[src/rtl/gsc_pkg.sv]
// Shared types, constants and scaling helpers of the gas sensor conditioner.
`default_nettype none

package gsc_pkg;

    // Channel numbering, also the order of the gain registers
    localparam int NUM_CH = 4;
    localparam int CH_W   = 2;

    localparam logic [CH_W-1:0] CH_O2  = 2'd0;
    localparam logic [CH_W-1:0] CH_HE  = 2'd1;
    localparam logic [CH_W-1:0] CH_CO2 = 2'd2;
    localparam logic [CH_W-1:0] CH_CO  = 2'd3;

    // Configuration register indexes
    localparam logic [CH_W-1:0] CFG_O2_GAIN  = 2'd0;
    localparam logic [CH_W-1:0] CFG_HE_GAIN  = 2'd1;
    localparam logic [CH_W-1:0] CFG_CO2_GAIN = 2'd2;
    localparam logic [CH_W-1:0] CFG_CO_GAIN  = 2'd3;

    // Field and store widths
    localparam int CODE_W  = 12;
    localparam int GAIN_W  = 16;
    localparam int READ_W  = 16;
    localparam int PCT_W   = 14;
    localparam int CO2_W   = 17;
    localparam int NUM_W   = 14;

    localparam logic [GAIN_W-1:0] GAIN_RESET = 16'd16384;

    // Moving average depth default (power of two)
    localparam int AVG_DEPTH_DEF = 8;

    // Shared multiplier: 29 x 29 bits
    localparam int MUL_W  = 29;
    localparam int PROD_W = 2 * MUL_W;

    // floor(p / (4095 * 16384)): drop 14 bits, then divide by 4095 with
    // reciprocal ceil(2^40 / 4095), exact for dividends below 2^28
    localparam int GAIN_FRAC   = 14;
    localparam int RECIP_SHIFT = 40;
    localparam logic [MUL_W-1:0] RECIP_4095 = 29'd268501009;

    // Clamp limits
    localparam logic [PCT_W-1:0] LIM_PCT = 14'd10000;
    localparam logic [CO2_W-1:0] LIM_CO2 = 17'd100000;
    localparam logic [PCT_W-1:0] LIM_CO  = 14'd10000;

    // Datapath operation per controller step
    typedef enum logic [2:0] {
        OP_NONE  = 3'd0,
        OP_SCALE = 3'd1,
        OP_GAIN  = 3'd2,
        OP_RECIP = 3'd3,
        OP_ACCUM = 3'd4
    } op_t;

    typedef struct packed {
        logic            load;
        op_t             op;
        logic [CH_W-1:0] chan;
        logic            last;
        logic            publish;
    } cmd_t;

    typedef struct packed {
        logic out_free;
    } status_t;

    // Full-scale numerator of each channel (3.3 V over sensitivity, in units)
    function automatic logic [NUM_W-1:0] scale_num(input logic [CH_W-1:0] chan);
        logic [NUM_W-1:0] num;
        case (chan)
            CH_O2:   num = 14'd10000;
            CH_HE:   num = 14'd10000;
            CH_CO2:  num = 14'd13200;
            CH_CO:   num = 14'd3300;
            default: num = 14'd0;
        endcase
        return num;
    endfunction

endpackage

`default_nettype wire

[src/rtl/gsc_ram.sv]
// Generic single-port-write, registered-read RAM.
`default_nettype none

module gsc_ram #(
    parameter int WIDTH = gsc_pkg::READ_W,
    parameter int DEPTH = gsc_pkg::NUM_CH * gsc_pkg::AVG_DEPTH_DEF
) (
    input  wire logic                     clk,
    input  wire logic                     wr_en,
    input  wire logic [$clog2(DEPTH)-1:0] wr_addr,
    input  wire logic [WIDTH-1:0]         wr_data,
    input  wire logic                     rd_en,
    input  wire logic [$clog2(DEPTH)-1:0] rd_addr,
    output logic      [WIDTH-1:0]         rd_data
);

    logic [WIDTH-1:0] mem [DEPTH];

    // Write port
    always_ff @(posedge clk)
    begin
        if (wr_en)
        begin
            mem[wr_addr] <= wr_data;
        end
    end

    // Registered read port
    always_ff @(posedge clk)
    begin
        if (rd_en)
        begin
            rd_data <= mem[rd_addr];
        end
    end

endmodule

`default_nettype wire

[src/rtl/gsc_datapath.sv]
// Datapath: gain registers, shared multiplier, moving average store and result register.
`default_nettype none

module gsc_datapath #(
    parameter int AVG_DEPTH = gsc_pkg::AVG_DEPTH_DEF
) (
    input  wire logic                         clk,
    input  wire logic                         rst_n,
    input  wire gsc_pkg::cmd_t                cmd,
    output gsc_pkg::status_t                  status,
    input  wire logic                         cfg_wen,
    input  wire logic [gsc_pkg::CH_W-1:0]     cfg_idx,
    input  wire logic [gsc_pkg::GAIN_W-1:0]   cfg_wdata,
    input  wire logic [gsc_pkg::CODE_W-1:0]   o2_code,
    input  wire logic [gsc_pkg::CODE_W-1:0]   he_code,
    input  wire logic [gsc_pkg::CODE_W-1:0]   co2_code,
    input  wire logic [gsc_pkg::CODE_W-1:0]   co_code,
    output logic                              out_valid,
    input  wire logic                         out_stall,
    output logic      [gsc_pkg::PCT_W-1:0]    o2_level,
    output logic      [gsc_pkg::PCT_W-1:0]    he_level,
    output logic      [gsc_pkg::PCT_W-1:0]    n2_level,
    output logic      [gsc_pkg::CO2_W-1:0]    co2_level,
    output logic      [gsc_pkg::PCT_W-1:0]    co_level
);

    localparam int SLOT_W = $clog2(AVG_DEPTH);
    localparam int SUM_W  = gsc_pkg::READ_W + SLOT_W;
    localparam int ADDR_W = gsc_pkg::CH_W + SLOT_W;
    localparam int T_W    = gsc_pkg::MUL_W - 1;
    localparam int CN_W   = gsc_pkg::CODE_W + gsc_pkg::NUM_W;

    // Configuration and sample registers
    logic [gsc_pkg::GAIN_W-1:0] gain_reg [gsc_pkg::NUM_CH];
    logic [gsc_pkg::CODE_W-1:0] code_reg [gsc_pkg::NUM_CH];

    // Multiplier
    logic [gsc_pkg::MUL_W-1:0]  mul_a;
    logic [gsc_pkg::MUL_W-1:0]  mul_b;
    logic [gsc_pkg::PROD_W-1:0] prod_next;
    logic [gsc_pkg::PROD_W-1:0] prod_reg;

    // Moving average state
    logic [SUM_W-1:0]           sum_reg [gsc_pkg::NUM_CH];
    logic [SUM_W-1:0]           sum_next;
    logic [SLOT_W-1:0]          slot_reg;
    logic                       filled_reg;
    logic [gsc_pkg::READ_W-1:0] reading;
    logic [gsc_pkg::READ_W-1:0] old_reading;
    logic [gsc_pkg::READ_W-1:0] ram_rd_data;
    logic [ADDR_W-1:0]          ram_addr;
    logic [gsc_pkg::READ_W-1:0] avg;

    // Clamped averages
    logic [gsc_pkg::PCT_W-1:0]  o2_avg_reg;
    logic [gsc_pkg::PCT_W-1:0]  he_avg_reg;
    logic [gsc_pkg::CO2_W-1:0]  co2_avg_reg;
    logic [gsc_pkg::PCT_W-1:0]  co_avg_reg;

    // Result register
    logic                       out_valid_reg;
    logic [gsc_pkg::PCT_W:0]    pct_sum;
    logic [gsc_pkg::PCT_W:0]    n2_diff;
    logic [gsc_pkg::PCT_W-1:0]  n2_value;

    // Gain registers
    always_ff @(posedge clk or negedge rst_n)
    begin
        if (!rst_n)
        begin
            for (int i = 0; i < gsc_pkg::NUM_CH; i++)
            begin
                gain_reg[i] <= gsc_pkg::GAIN_RESET;
            end
        end
        else if (cfg_wen)
        begin
            unique case (cfg_idx)
                gsc_pkg::CFG_O2_GAIN:  gain_reg[gsc_pkg::CH_O2]  <= cfg_wdata;
                gsc_pkg::CFG_HE_GAIN:  gain_reg[gsc_pkg::CH_HE]  <= cfg_wdata;
                gsc_pkg::CFG_CO2_GAIN: gain_reg[gsc_pkg::CH_CO2] <= cfg_wdata;
                gsc_pkg::CFG_CO_GAIN:  gain_reg[gsc_pkg::CH_CO]  <= cfg_wdata;
                default: ;
            endcase
        end
    end

    // Capture the sample set on an accepted beat
    always_ff @(posedge clk)
    begin
        if (cmd.load)
        begin
            code_reg[gsc_pkg::CH_O2]  <= o2_code;
            code_reg[gsc_pkg::CH_HE]  <= he_code;
            code_reg[gsc_pkg::CH_CO2] <= co2_code;
            code_reg[gsc_pkg::CH_CO]  <= co_code;
        end
    end

    // Select multiplier operands per step
    always_comb
    begin
        mul_a = '0;
        mul_b = '0;
        unique case (cmd.op)
            gsc_pkg::OP_SCALE:
            begin
                mul_a = gsc_pkg::MUL_W'(code_reg[cmd.chan]);
                mul_b = gsc_pkg::MUL_W'(gsc_pkg::scale_num(cmd.chan));
            end
            gsc_pkg::OP_GAIN:
            begin
                mul_a = gsc_pkg::MUL_W'(prod_reg[CN_W-1:0]);
                mul_b = gsc_pkg::MUL_W'(gain_reg[cmd.chan]);
            end
            gsc_pkg::OP_RECIP:
            begin
                mul_a = gsc_pkg::MUL_W'(prod_reg[gsc_pkg::GAIN_FRAC +: T_W]);
                mul_b = gsc_pkg::RECIP_4095;
            end
            gsc_pkg::OP_ACCUM: ;
            gsc_pkg::OP_NONE:  ;
            default: ;
        endcase
    end

    assign prod_next = mul_a * mul_b;

    // Hold the product between steps
    always_ff @(posedge clk)
    begin
        if (cmd.op == gsc_pkg::OP_SCALE || cmd.op == gsc_pkg::OP_GAIN ||
            cmd.op == gsc_pkg::OP_RECIP)
        begin
            prod_reg <= prod_next;
        end
    end

    // Quotient of the reciprocal step, saturated to the store width
    always_comb
    begin
        if (|prod_reg[gsc_pkg::PROD_W-1:gsc_pkg::RECIP_SHIFT + gsc_pkg::READ_W])
        begin
            reading = '1;
        end
        else
        begin
            reading = prod_reg[gsc_pkg::RECIP_SHIFT +: gsc_pkg::READ_W];
        end
    end

    // Entries of a slot not yet written since reset read as zero
    assign old_reading = filled_reg ? ram_rd_data : '0;
    assign sum_next    = sum_reg[cmd.chan] - SUM_W'(old_reading) + SUM_W'(reading);
    assign avg         = sum_next[SUM_W-1:SLOT_W];
    assign ram_addr    = {cmd.chan, slot_reg};

    gsc_ram #(
        .WIDTH (gsc_pkg::READ_W),
        .DEPTH (gsc_pkg::NUM_CH * AVG_DEPTH)
    ) u_store (
        .clk     (clk),
        .wr_en   (cmd.op == gsc_pkg::OP_ACCUM),
        .wr_addr (ram_addr),
        .wr_data (reading),
        .rd_en   (cmd.op == gsc_pkg::OP_SCALE),
        .rd_addr (ram_addr),
        .rd_data (ram_rd_data)
    );

    // Running sums, write slot and fill flag
    always_ff @(posedge clk or negedge rst_n)
    begin
        if (!rst_n)
        begin
            for (int i = 0; i < gsc_pkg::NUM_CH; i++)
            begin
                sum_reg[i] <= '0;
            end
            slot_reg   <= '0;
            filled_reg <= 1'b0;
        end
        else if (cmd.op == gsc_pkg::OP_ACCUM)
        begin
            sum_reg[cmd.chan] <= sum_next;
            if (cmd.last)
            begin
                slot_reg <= slot_reg + 1'b1;
                if (slot_reg == SLOT_W'(AVG_DEPTH - 1))
                begin
                    filled_reg <= 1'b1;
                end
            end
        end
    end

    // Clamp each channel average
    always_ff @(posedge clk)
    begin
        if (cmd.op == gsc_pkg::OP_ACCUM)
        begin
            case (cmd.chan)
                gsc_pkg::CH_O2:
                    o2_avg_reg <= (avg > gsc_pkg::READ_W'(gsc_pkg::LIM_PCT)) ?
                                  gsc_pkg::LIM_PCT : avg[gsc_pkg::PCT_W-1:0];
                gsc_pkg::CH_HE:
                    he_avg_reg <= (avg > gsc_pkg::READ_W'(gsc_pkg::LIM_PCT)) ?
                                  gsc_pkg::LIM_PCT : avg[gsc_pkg::PCT_W-1:0];
                gsc_pkg::CH_CO2:
                    co2_avg_reg <= (gsc_pkg::CO2_W'(avg) > gsc_pkg::LIM_CO2) ?
                                   gsc_pkg::LIM_CO2 : gsc_pkg::CO2_W'(avg);
                default:
                    co_avg_reg <= (avg > gsc_pkg::READ_W'(gsc_pkg::LIM_CO)) ?
                                  gsc_pkg::LIM_CO : avg[gsc_pkg::PCT_W-1:0];
            endcase
        end
    end

    // Nitrogen balance, floored at zero
    assign pct_sum  = {1'b0, o2_avg_reg} + {1'b0, he_avg_reg};
    assign n2_diff  = {1'b0, gsc_pkg::LIM_PCT} - pct_sum;
    assign n2_value = (pct_sum > {1'b0, gsc_pkg::LIM_PCT}) ? '0 :
                      n2_diff[gsc_pkg::PCT_W-1:0];

    // Result beat: load on publish, drop once taken
    always_ff @(posedge clk or negedge rst_n)
    begin
        if (!rst_n)
        begin
            out_valid_reg <= 1'b0;
        end
        else if (cmd.publish)
        begin
            out_valid_reg <= 1'b1;
        end
        else if (!out_stall)
        begin
            out_valid_reg <= 1'b0;
        end
    end

    always_ff @(posedge clk)
    begin
        if (cmd.publish)
        begin
            o2_level  <= o2_avg_reg;
            he_level  <= he_avg_reg;
            n2_level  <= n2_value;
            co2_level <= co2_avg_reg;
            co_level  <= co_avg_reg;
        end
    end

    assign out_valid       = out_valid_reg;
    assign status.out_free = !out_valid_reg || !out_stall;

`ifndef SYNTH
    a_n2_balance: assert property (@(posedge clk) disable iff (!rst_n)
        out_valid |-> (n2_level == '0 ||
            ({1'b0, o2_level} + {1'b0, he_level} + {1'b0, n2_level}) ==
            {1'b0, gsc_pkg::LIM_PCT}))
        else $error("nitrogen balance does not close");

    a_pct_limits: assert property (@(posedge clk) disable iff (!rst_n)
        out_valid |-> (o2_level <= gsc_pkg::LIM_PCT && he_level <= gsc_pkg::LIM_PCT &&
                       co_level <= gsc_pkg::LIM_CO && co2_level <= gsc_pkg::LIM_CO2))
        else $error("result level above its clamp limit");

    a_slot_on_last: assert property (@(posedge clk) disable iff (!rst_n)
        !(cmd.op == gsc_pkg::OP_ACCUM && cmd.last) |=> $stable(slot_reg))
        else $error("write slot moved outside the last channel step");
`endif

endmodule

`default_nettype wire

[src/rtl/gsc_ctrl.sv]
// Controller: sequences the four channels through scale, gain, reciprocal and accumulate steps.
`default_nettype none

module gsc_ctrl (
    input  wire logic             clk,
    input  wire logic             rst_n,
    input  wire logic             in_valid,
    output logic                  in_stall,
    input  wire gsc_pkg::status_t status,
    output gsc_pkg::cmd_t         cmd
);

    typedef enum logic [5:0] {
        ST_IDLE    = 6'b000001,
        ST_SCALE   = 6'b000010,
        ST_GAIN    = 6'b000100,
        ST_RECIP   = 6'b001000,
        ST_ACCUM   = 6'b010000,
        ST_PUBLISH = 6'b100000
    } state_t;

    state_t                    state_reg;
    state_t                    state_next;
    logic [gsc_pkg::CH_W-1:0]  chan_reg;
    logic [gsc_pkg::CH_W-1:0]  chan_next;
    logic                      last_chan;
    logic                      accept;

    assign accept    = in_valid && (state_reg == ST_IDLE);
    assign last_chan = (chan_reg == gsc_pkg::CH_W'(gsc_pkg::NUM_CH - 1));

    // Next state and channel
    always_comb
    begin
        state_next = state_reg;
        chan_next  = chan_reg;
        unique case (state_reg)
            ST_IDLE:
            begin
                if (in_valid)
                begin
                    state_next = ST_SCALE;
                    chan_next  = '0;
                end
            end
            ST_SCALE:   state_next = ST_GAIN;
            ST_GAIN:    state_next = ST_RECIP;
            ST_RECIP:   state_next = ST_ACCUM;
            ST_ACCUM:
            begin
                if (last_chan)
                begin
                    state_next = ST_PUBLISH;
                end
                else
                begin
                    state_next = ST_SCALE;
                    chan_next  = chan_reg + 1'b1;
                end
            end
            ST_PUBLISH:
            begin
                if (status.out_free)
                begin
                    state_next = ST_IDLE;
                end
            end
            default:    state_next = ST_IDLE;
        endcase
    end

    always_ff @(posedge clk or negedge rst_n)
    begin
        if (!rst_n)
        begin
            state_reg <= ST_IDLE;
            chan_reg  <= '0;
        end
        else
        begin
            state_reg <= state_next;
            chan_reg  <= chan_next;
        end
    end

    // Decode commands for the datapath
    always_comb
    begin
        cmd.load    = accept;
        cmd.chan    = chan_reg;
        cmd.last    = last_chan;
        cmd.publish = (state_reg == ST_PUBLISH) && status.out_free;
        unique case (state_reg)
            ST_SCALE: cmd.op = gsc_pkg::OP_SCALE;
            ST_GAIN:  cmd.op = gsc_pkg::OP_GAIN;
            ST_RECIP: cmd.op = gsc_pkg::OP_RECIP;
            ST_ACCUM: cmd.op = gsc_pkg::OP_ACCUM;
            default:  cmd.op = gsc_pkg::OP_NONE;
        endcase
    end

    assign in_stall = (state_reg != ST_IDLE);

`ifndef SYNTH
    a_accept_starts: assert property (@(posedge clk) disable iff (!rst_n)
        (in_valid && !in_stall) |=> (state_reg == ST_SCALE && chan_reg == '0))
        else $error("accepted beat did not start at the first channel");

    a_accum_order: assert property (@(posedge clk) disable iff (!rst_n)
        (state_reg == ST_ACCUM) |-> ($past(state_reg) == ST_RECIP &&
                                     $past(chan_reg) == chan_reg))
        else $error("accumulate step not preceded by reciprocal step of same channel");

    a_publish_free: assert property (@(posedge clk) disable iff (!rst_n)
        cmd.publish |-> (status.out_free && last_chan))
        else $error("publish while result register busy or channels unfinished");
`endif

endmodule

`default_nettype wire

[src/rtl/gas_sensor_conditioner_top.sv]
// Top level of the four-channel gas sensor conditioner with moving average filtering.
`default_nettype none

// Gas sensor conditioner. Each input beat carries four 12-bit ADC codes (O2, He, CO2, CO).
// Every code is scaled to a fixed-point reading (O2/He in 0.01 %, CO2/CO in 0.1 ppm),
// multiplied by its Q2.14 gain register, and folded into an AVG_DEPTH-entry moving average
// (AVG_DEPTH a power of two, 2..64); the result beat carries the clamped averages and the
// nitrogen balance 100 % - O2 - He. A sample set passes, from acceptance to a result beat,
// through four steps per channel (scale, gain, reciprocal divide by 4095, accumulate) on
// one shared 29x29 multiplier, plus the accept in the idle state and a publish step.
// in_stall stays high after acceptance through the channel steps and the publish step,
// longer while a waiting result holds the publish, so a new sample set is taken only
// once the previous one has been published. The result register lets the next
// sample set be accepted while a result still waits. The sample store is a RAM of
// 4 * AVG_DEPTH entries; it needs no clearing pass, since entries read as zero until the
// write slot has wrapped once. Gains reset to 1.0 and should be written only while idle.
module gas_sensor_conditioner_top #(
    parameter int AVG_DEPTH = gsc_pkg::AVG_DEPTH_DEF
) (
    input  wire logic                         clk,
    input  wire logic                         rst_n,
    input  wire logic                         cfg_wen,
    input  wire logic [gsc_pkg::CH_W-1:0]     cfg_idx,
    input  wire logic [gsc_pkg::GAIN_W-1:0]   cfg_wdata,
    input  wire logic                         in_valid,
    output logic                              in_stall,
    input  wire logic [gsc_pkg::CODE_W-1:0]   o2_code,
    input  wire logic [gsc_pkg::CODE_W-1:0]   he_code,
    input  wire logic [gsc_pkg::CODE_W-1:0]   co2_code,
    input  wire logic [gsc_pkg::CODE_W-1:0]   co_code,
    output logic                              out_valid,
    input  wire logic                         out_stall,
    output logic      [gsc_pkg::PCT_W-1:0]    o2_level,
    output logic      [gsc_pkg::PCT_W-1:0]    he_level,
    output logic      [gsc_pkg::PCT_W-1:0]    n2_level,
    output logic      [gsc_pkg::CO2_W-1:0]    co2_level,
    output logic      [gsc_pkg::PCT_W-1:0]    co_level
);

    gsc_pkg::cmd_t    cmd;
    gsc_pkg::status_t status;

    // Sequencer
    gsc_ctrl u_ctrl (
        .clk      (clk),
        .rst_n    (rst_n),
        .in_valid (in_valid),
        .in_stall (in_stall),
        .status   (status),
        .cmd      (cmd)
    );

    // Arithmetic, store and result register
    gsc_datapath #(
        .AVG_DEPTH (AVG_DEPTH)
    ) u_datapath (
        .clk       (clk),
        .rst_n     (rst_n),
        .cmd       (cmd),
        .status    (status),
        .cfg_wen   (cfg_wen),
        .cfg_idx   (cfg_idx),
        .cfg_wdata (cfg_wdata),
        .o2_code   (o2_code),
        .he_code   (he_code),
        .co2_code  (co2_code),
        .co_code   (co_code),
        .out_valid (out_valid),
        .out_stall (out_stall),
        .o2_level  (o2_level),
        .he_level  (he_level),
        .n2_level  (n2_level),
        .co2_level (co2_level),
        .co_level  (co_level)
    );

endmodule

`default_nettype wire

[config.mk]
export PLATFORM = sky130hd
export DESIGN_NAME = gas_sensor_conditioner_top
export DESIGN_NICKNAME = d
export VERILOG_FILES = /design/src/rtl/gsc_pkg.sv /design/src/rtl/gsc_ram.sv /design/src/rtl/gsc_datapath.sv /design/src/rtl/gsc_ctrl.sv /design/src/rtl/gas_sensor_conditioner_top.sv
export SDC_FILE = /design/constraint.sdc
export NUM_CORES = 2
export LEC_CHECK = 0
export ABC_CLOCK_PERIOD_IN_PS = 15550
export CAP_MARGIN = 20
export CORE_ASPECT_RATIO = 0.6
export CORE_MARGIN = 3
export CORE_UTILIZATION = 50
export CTS_BUF_LIST = sky130_fd_sc_hd__clkbuf_16
export CTS_CLUSTER_SIZE = 20
export DETAILED_ROUTE_END_ITERATION = 10
export DONT_BUFFER_PORTS = 1
export PLACE_DENSITY_LB_ADDON = 0.12
export SETUP_SLACK_MARGIN = 0.02
export SLEW_MARGIN = 30
export SYNTH_ARGS = -nofsm -noshare
export SYNTH_HDL_FRONTEND = slang
export SYNTH_SLANG_ARGS = --single-unit
[constraint.sdc]
create_clock -name clk -period 15.55 [get_ports clk]
set_input_delay 3.11 -clock clk [delete_from_list [all_inputs] [get_ports clk]]
set_output_delay 3.11 -clock clk [all_outputs]
set_load 0.005 [all_outputs]
# Word level (Yosys, flattened, before mapping)
# Memory sizes are Yosys's and may differ from the RTL's. A register that Yosys moved wholly into a read port is not among the register bits.
# Cells that the tools add are included.
[op_classes]
n_addsub = 6
n_mul = 1
magnitude_cmp = 5
eq_ne = 22
muxes = 30
bitwise = 2
n_reduce_logical = 26
[ops]
columns = ["cell", "n"]
rows = [
  ["$pmux 29 s3", 1],
  ["$pmux 28 s3", 1],
  ["$bwmux 76", 1],
  ["$mux 16", 4],
  ["$mul 28x29->57", 1],
  ["$mux 19", 3],
  ["$pmux 14 s3", 1],
  ["$bmux 19 s2", 1],
  ["$demux 19 s2", 1],
  ["$pmux 6 s6", 1],
  ["$bmux 16 s2", 1],
  ["$reduce_and 2->1", 10],
  ["$add 19x16->19", 1],
  ["$sub 19x16->19", 1],
  ["$mux 6", 3],
  ["$gt 16x17->1 const B", 1],
  ["$mux 17", 1],
  ["$gt 16x14->1 const B", 1],
  ["$add 14x14->15", 1],
  ["$gt 15x14->1 const B", 1],
  ["$mux 14", 1],
  ["$sub 14x14->14 const A", 1],
  ["$pmux 3 s4", 1],
  ["$eq 2x2->1 const B", 4],
  ["other kinds (30)", 49],
]
[totals]
register_bits = 343
ramBits = 560
inputBits = 71
output_inout_bits = 75
elab_cells = 118
n_memories = 2
[mem_list]
columns = ["memory", "words", "width", "read_ports", "rd_ports_with_merged_regs", "write_ports", "line", "rtl"]
rows = [
  ["u_datapath.u_store.mem", 32, 16, 1, 1, 1, "gsc_ram.sv:17", "logic [WIDTH-1:0] mem [DEPTH];"],
  ["u_datapath.code_reg", 4, 12, 1, 0, 4, "gsc_datapath.sv:35", "logic [gsc_pkg::CODE_W-1:0] code_reg [gsc_pkg::NUM_CH];"],
]

# Longest topological paths before layout
[logic_depth]
depth_word = 8
mapped_depth = 35
ltp_nobuf = 29

# Hierarchy
# From an unflattened synthesis, not the netlist that was laid out.
[hier_totals]
cells_unflattened = 4350
area_unflattened_um2 = 54571.1
[by_module_without_submodules]
columns = ["mod", "instances", "cells_each", "area_per_inst_um2", "seq_area_each_um2"]
rows = [
  ["gsc_datapath", 1, 3162, 33403.3, 10690.3],
  ["gsc_ram", 1, 1143, 20696.1, 15855.2],
  ["gsc_ctrl", 1, 45, 471.7, 201.4],
]

# Worst setup path after synthesis
# Ideal clock, no wire load.
[synth_timing]
path_kind = "flip-flop to flip-flop"
start = "register u_ctrl.chan_reg[0] (netlist bit)"
end = "register u_datapath.prod_reg[55] (netlist bit) (data pin)"
setup_time_ns = 0.258
arrival_time_ns = 8.983
required_time_ns = 15.292
setup_slack_ns = 6.309
path_stages_with_launch = 33
period_less_slack_ns = 9.241
cell_sequence = "dfrtp_1 > clkbuf_1 > buf_1 > clkbuf_1 > buf_1 > inv_1 > ha_1 > nor2_1 > o22a_1 > clkbuf_1 > clkbuf_1 > nor2_1 > fa_1 > inv_1 > fa_1 > inv_1 > fa_1 > inv_1 > fa_1 > inv_1 > fa_1 > fa_1 > fa_1 > ha_1 > and2_1 > a21oi_1 > or3_1 > a21boi_0 > a211oi_1 > o21a_1 > o41ai_2 > nand4_1 > mux2i_1"
[synth_via]
elab_chain_len = 6
word_cells_on_any_way = 14
cone_classes = "mul: 1; eq/ne: 3; mux: 6; bitwise: 1; reduce/logical: 2; memory: 1"
[synth_lines]
columns = ["item", "line", "rtl"]
rows = [
  ["start, declared", "gsc_ctrl.sv:24", "logic [gsc_pkg::CH_W-1:0] chan_reg;"],
  ["start signal, assigned", "gsc_ctrl.sv:82", "chan_reg <= chan_next;"],
  ["$not 2->3 (not written as such)", "gsc_datapath.sv:114", "mul_b = gsc_pkg::MUL_W'(gain_reg[cmd.chan]);"],
  ["$bmux 16 s2", "gsc_datapath.sv:114", ""],
  ["$mux 16 (not written as such) (2 in a row)", "gsc_datapath.sv:114", ""],
  ["$pmux 29 s3", "gsc_datapath.sv:105", "unique case (cmd.op)"],
  ["$mul 28x29->57 *", "gsc_datapath.sv:127", "assign prod_next = mul_a * mul_b;"],
  ["named net u_datapath.prod_next, one bit", "gsc_datapath.sv:40", "logic [gsc_pkg::PROD_W-1:0] prod_next;"],
  ["end signal, assigned", "gsc_datapath.sv:135", "prod_reg <= prod_next;"],
  ["end, declared", "gsc_datapath.sv:41", "logic [gsc_pkg::PROD_W-1:0] prod_reg;"],
]
# The timed path passes the listed nets; every way through them passes the cells marked *. The select of a mux whose other input is x is not followed.
# A chain may end at the register's enable or synchronous reset.

# Worst setup path after layout
[layout_timing]
start = "register u_ctrl.state_reg[1]"
end = "register u_datapath.prod_reg[55] (netlist bit) (data pin)"
[layout_via]
elab_chain_len = 5
word_cells_on_any_way = 11
cone_classes = "mul: 1; eq/ne: 7; mux: 3"
[layout_lines]
columns = ["item", "line", "rtl"]
rows = [
  ["start, declared", "gsc_ctrl.sv:22", "state_t state_reg;"],
  ["start signal, assigned", "gsc_ctrl.sv:81", "state_reg <= state_next;"],
  ["$eq 6x5->1 (tied with other cells)", "gsc_ctrl.sv:93", "unique case (state_reg)"],
  ["$pmux 3 s4 *", "gsc_ctrl.sv:93", ""],
  ["$eq 3x2->1 / $eq 3x1->1 (equally long branches)", "gsc_datapath.sv:105", ""],
  ["$pmux 28 s3 / $pmux 29 s3 (equally long branches)", "gsc_datapath.sv:105", ""],
  ["$mul 28x29->57 *", "gsc_datapath.sv:127", ""],
  ["named net u_datapath.prod_next, one bit", "gsc_datapath.sv:40", ""],
]
# The timed path passes the listed nets; every way through them passes the cells marked *.

==> impl_metrics.csv <==
group,metric,value,unit
grt,grt_pass1_vias,31800,
logic_synthesis,synthFlopType,"edfxtp_1",
pwr,clkPwrFrac,0.294,
floorplanning,boundaryPins,146,
logic_synthesis,synthArstFlopShare,0.167,
detailed_routing,wl_met2,54.3,mm
logic_synthesis,yosysSeqAreaShare,0.496,
cells_and_area,syn_to_final_growth,9.28,%
cells_and_area,multiInputGateArea,24600,um^2
critical_path,r2r-end,"u_datapath.prod_reg[55]",
sta,timing.fmax,95.8,MHz
detailed_routing,vias,32200,
logic_synthesis,synthTopCellsByArea,"edfxtp_1, fa_1, mux4_2",
pwr,p_leak,23.7,nW
grt,grt_util_all_layers,0.273,
clock_tree,cts_buffers,88,
hold_path,holdCritStartpoint,"u_datapath.co2_avg_reg[6]",
critical_path,rr_worst_depth,25,
sta,rsz0062_at_grt,"no",
cells_and_area,register_area,26800,um^2
cells_and_area,largest_register_ffs,512,
pwr,power_frac_seq,0.431,
sta,fin_worst_skew,0.0946,ns
grt,antenna_found_initial,5,
cells_and_area,drive_gt1_frac,0.146,
cells_and_area,fin_cells,5596,
detailed_routing,ant_nets,0,
clock_tree,cts.reportedPaths.clkPinSlew,0.06,ns
detailed_routing,met3_length,23.2,mm
logic_synthesis,synth_top_area_share,0.425,
pwr,p_int,0.00473,W
clock_tree,cts_tree,"done",
pwr,vdd_drop_max,0.115,mV
clock_tree,ctsResizeCount,0,
critical_path,critical_path_required,15.93,ns
sta,hold_viol_final,0,
logic_synthesis,yosys.area.top_type,"edfxtp_1",
grt,grt_pass1_wl,221,mm
logic_synthesis,synth_edf_count,763,
placement,pre_cts_ws,5.44,ns
critical_path,start_kind,"register",
flow_run,maxCapViolations,0,
critical_path,worst-path-max-fanout,44,
sta,slew_viol_final,0,
hold_path,hold_class,"register to register",
critical_path,cp.arrival,10.82,ns
clock_tree,cts_buffer_depth,3,
cells_and_area,diodes,0,
floorplanning,rows,92,
critical_path,crit_type,"register to register",
sta,fin_tns_setup,0,ns
pwr,combPwrFrac,0.275,
placement,place_hpwl,108,mm
status,status,"completed",
sta,tightest_slew,1.01,ns
detailed_routing,via_per_inst,5.75,
placement,dp_cells,5431,
clock_tree,cts_root_buf,"clkbuf_16",
clock_tree,clk_latency,0.72,ns
critical_path,ff2ff_setup_slack,5.11,ns
logic_synthesis,syn_inst,4064,
pwr,finalPower,0.00714,W
clock_tree,post-cts-setup-buffer-count,0,
detailed_routing,dr.max_layer_used,"met4",
floorplanning,core_area,106000,um^2
cells_and_area,fillCellCount,8657,
logic_synthesis,mappedNetlistArea,54000,um^2
floorplanning,die-area,112000,um^2
pwr,powerDensity,121,nW/um^2
floorplanning,die_height,260,um
floorplanning,start_util,0.509,
pwr,switching_share,0.337,
cells_and_area,nets,4858,
detailed_routing,wl_met1,70.3,mm
clock_tree,cts.hold.buffers_added,0,
pwr,switching_power,0.00241,W
floorplanning,die_w,430,um
critical_path,r2r-start,"u_ctrl.state_reg[1]",
hold_path,hold_path_depth,0,
clock_tree,htree_levels,3,
placement,place_congestion,0.968,
placement,port_buffers,0,
detailed_routing,drc_errors,0,
logic_synthesis,ys_types,88,
detailed_routing,drt_iter0_markers,3691,
hold_path,min_to,"u_datapath.co2_level[6]",
detailed_routing,finalWirelength,150,mm
logic_synthesis,ys_seq_elements,916,
grt,overflow,0,
sta,finalCriticalPeriod,10.44,ns
critical_path,end_kind,"register",
logic_synthesis,synth-warning-count,0,
sta,finalSetupViolations,0,
sta,slew_headroom,0.327,
grt,grt_start_max_net_pins,154,
detailed_routing,wl_per_cell,26.8,um
sta,fin_crit_sh,0.672,
detailed_routing,firstDrtPassIters,5,
logic_synthesis,syn_avg_cell_area,13.3,um^2
sta,fin_ws,5.11,ns
clock_tree,clock-sinks,916,
## per-stage QoR
| stage | util | cell area, um^2 | hold WS, ns |
|---|---|---|---|
| floorplan | - | 54100 | 0.400 |
| finish | 0.556 | 59000 | 0.419 |
| global route | 0.556 | 59000 | 0.427 |
| CTS | 0.556 | 58900 | 0.420 |
| global placement | 0.528 | 56000 | 0.404 |
| detailed placement | 0.530 | 56100 | 0.405 |
## layer usage
metal,vias to the layer above,GRT usage
met5,-,0
met4,0,0.0432
met3,145,0.145
met2,1626,0.327
met1,16400,0.433
li1,14000,-
## critical path: stages (launching register included)
cell and delay [ns]:
dfrtp_1 0.40, or4_1 0.60, or3b_2 0.78, inv_2 0.86, nand2b_1 0.76, nor2_1 0.35, fa_1 0.42, inv_1 0.08
fa_1 0.43, fa_1 0.52, inv_1 0.06, fa_1 0.55, fa_1 0.43, fa_1 0.50, inv_1 0.06, fa_1 0.49
inv_1 0.12, ha_1 0.51, nand2_1 0.16, nor4_1 0.39, a21boi_0 0.24, a211oi_1 0.18, o21a_1 0.31, o41ai_2 0.54
nand4_1 0.18, mux2i_1 0.15
## worst max-delay path by stage
stage                         from                      end  slack (ns)  cells after the start
3_3_place_gp   u_ctrl.state_reg[0]  u_datapath.prod_reg[53]        5.17                     26
4_1_cts        u_ctrl.state_reg[1]  u_datapath.prod_reg[55]        5.26                     26
2_1_floorplan   u_ctrl.chan_reg[0]  u_datapath.prod_reg[55]        6.31                     32
5_1_grt        u_ctrl.state_reg[1]  u_datapath.prod_reg[55]        4.63                     28
6_report       u_ctrl.state_reg[1]  u_datapath.prod_reg[55]        5.11                     25
3_5_place_dp   u_ctrl.state_reg[1]  u_datapath.prod_reg[54]        5.44                     26
## synthesized netlist by cell type (4+ instances only)
cell type,number
o22ai_1,12
edfxtp_1,763
a211o_1,4
nor4_1,5
ha_1,253
dfrtp_1,148
and3_1,7
nand3_1,26
o21ai_0,124
nand2_1,321
fa_1,422
a211oi_1,7
nor3_1,17
buf_1,27
or2_2,37
o211ai_1,11
mux2_2,83
a21o_1,33
a221oi_1,13
nand3b_1,8
a21oi_1,85
or3_1,7
nand4_1,10
dfstp_2,5
clkbuf_1,122
o21a_1,17
o31a_1,4
xnor2_1,45
xor2_1,35
mux4_2,193
o21ai_1,5
and2_1,40
o31ai_1,5
inv_1,630
mux2i_1,17
nor2_1,387
a31oi_1,6
nand2b_1,42
nor2b_1,11
o21bai_1,8
## layout by cell type, fill, tap and decap left out, drive strengths merged, types with 7 or more instances in the layout
cell type  instances
nand3             26
clkinv            41
nand3b             8
buf               84
a211oi             8
clkbuf            89
edfxtp           763
o21ai            130
and3               7
a21o              36
nand2            321
mux2              83
nand2b            42
inv              663
mux2i             17
mux4             193
dfrtp            148
or2               38
or3                8
xor2              36
nor2             387
a21oi             86
nand4             10
xnor2             47
a31oi              7
fa               422
o21a              18
conb              29
nor3              17
nor2b             12
ha               253
o211ai            11
a221oi            13
o21bai             8
o22ai             12
and2              41
## power by group through the flow
stage          registers, W  logic (W)  clock network [W]
2_1_floorplan       0.00308    0.00120                  0
3_3_place_gp        0.00312    0.00190                  0
3_5_place_dp        0.00312    0.00192                  0
4_1_cts             0.00308    0.00193            0.00214
5_1_grt             0.00309    0.00214            0.00225
6_report            0.00308    0.00197            0.00210
## logic make-up (layout without fill, tap and decap cells)
| logic type | after synthesis | count (layout) | synth area share |
|---|---|---|---|
| AO/OA/AOI/OAI | 373 | 373 | 0.0437 |
| flip-flops | 916 | 916 | 0.496 |
| adder cells (fa/ha/maj) | 675 | 675 | 0.215 |
| buffers and inverters | 788 | 883 | 0.0549 |
| other | 2 | 29 | 0.000139 |
| XOR/XNOR | 83 | 83 | 0.0141 |
| multiplexers | 293 | 293 | 0.101 |
| AND/OR/NAND/NOR | 934 | 934 | 0.0754 |
## final cells by class
type,count,share of cell area
flip-flops and latches,916,0.454
multi-input cells,2387,0.417
inverters,635,0.0404
clock buffers,89,0.0378
well taps,1410,0.0299
repair buffers,84,0.0116
clock inverters,75,0.00955
(Power assumes the default switching activity.)
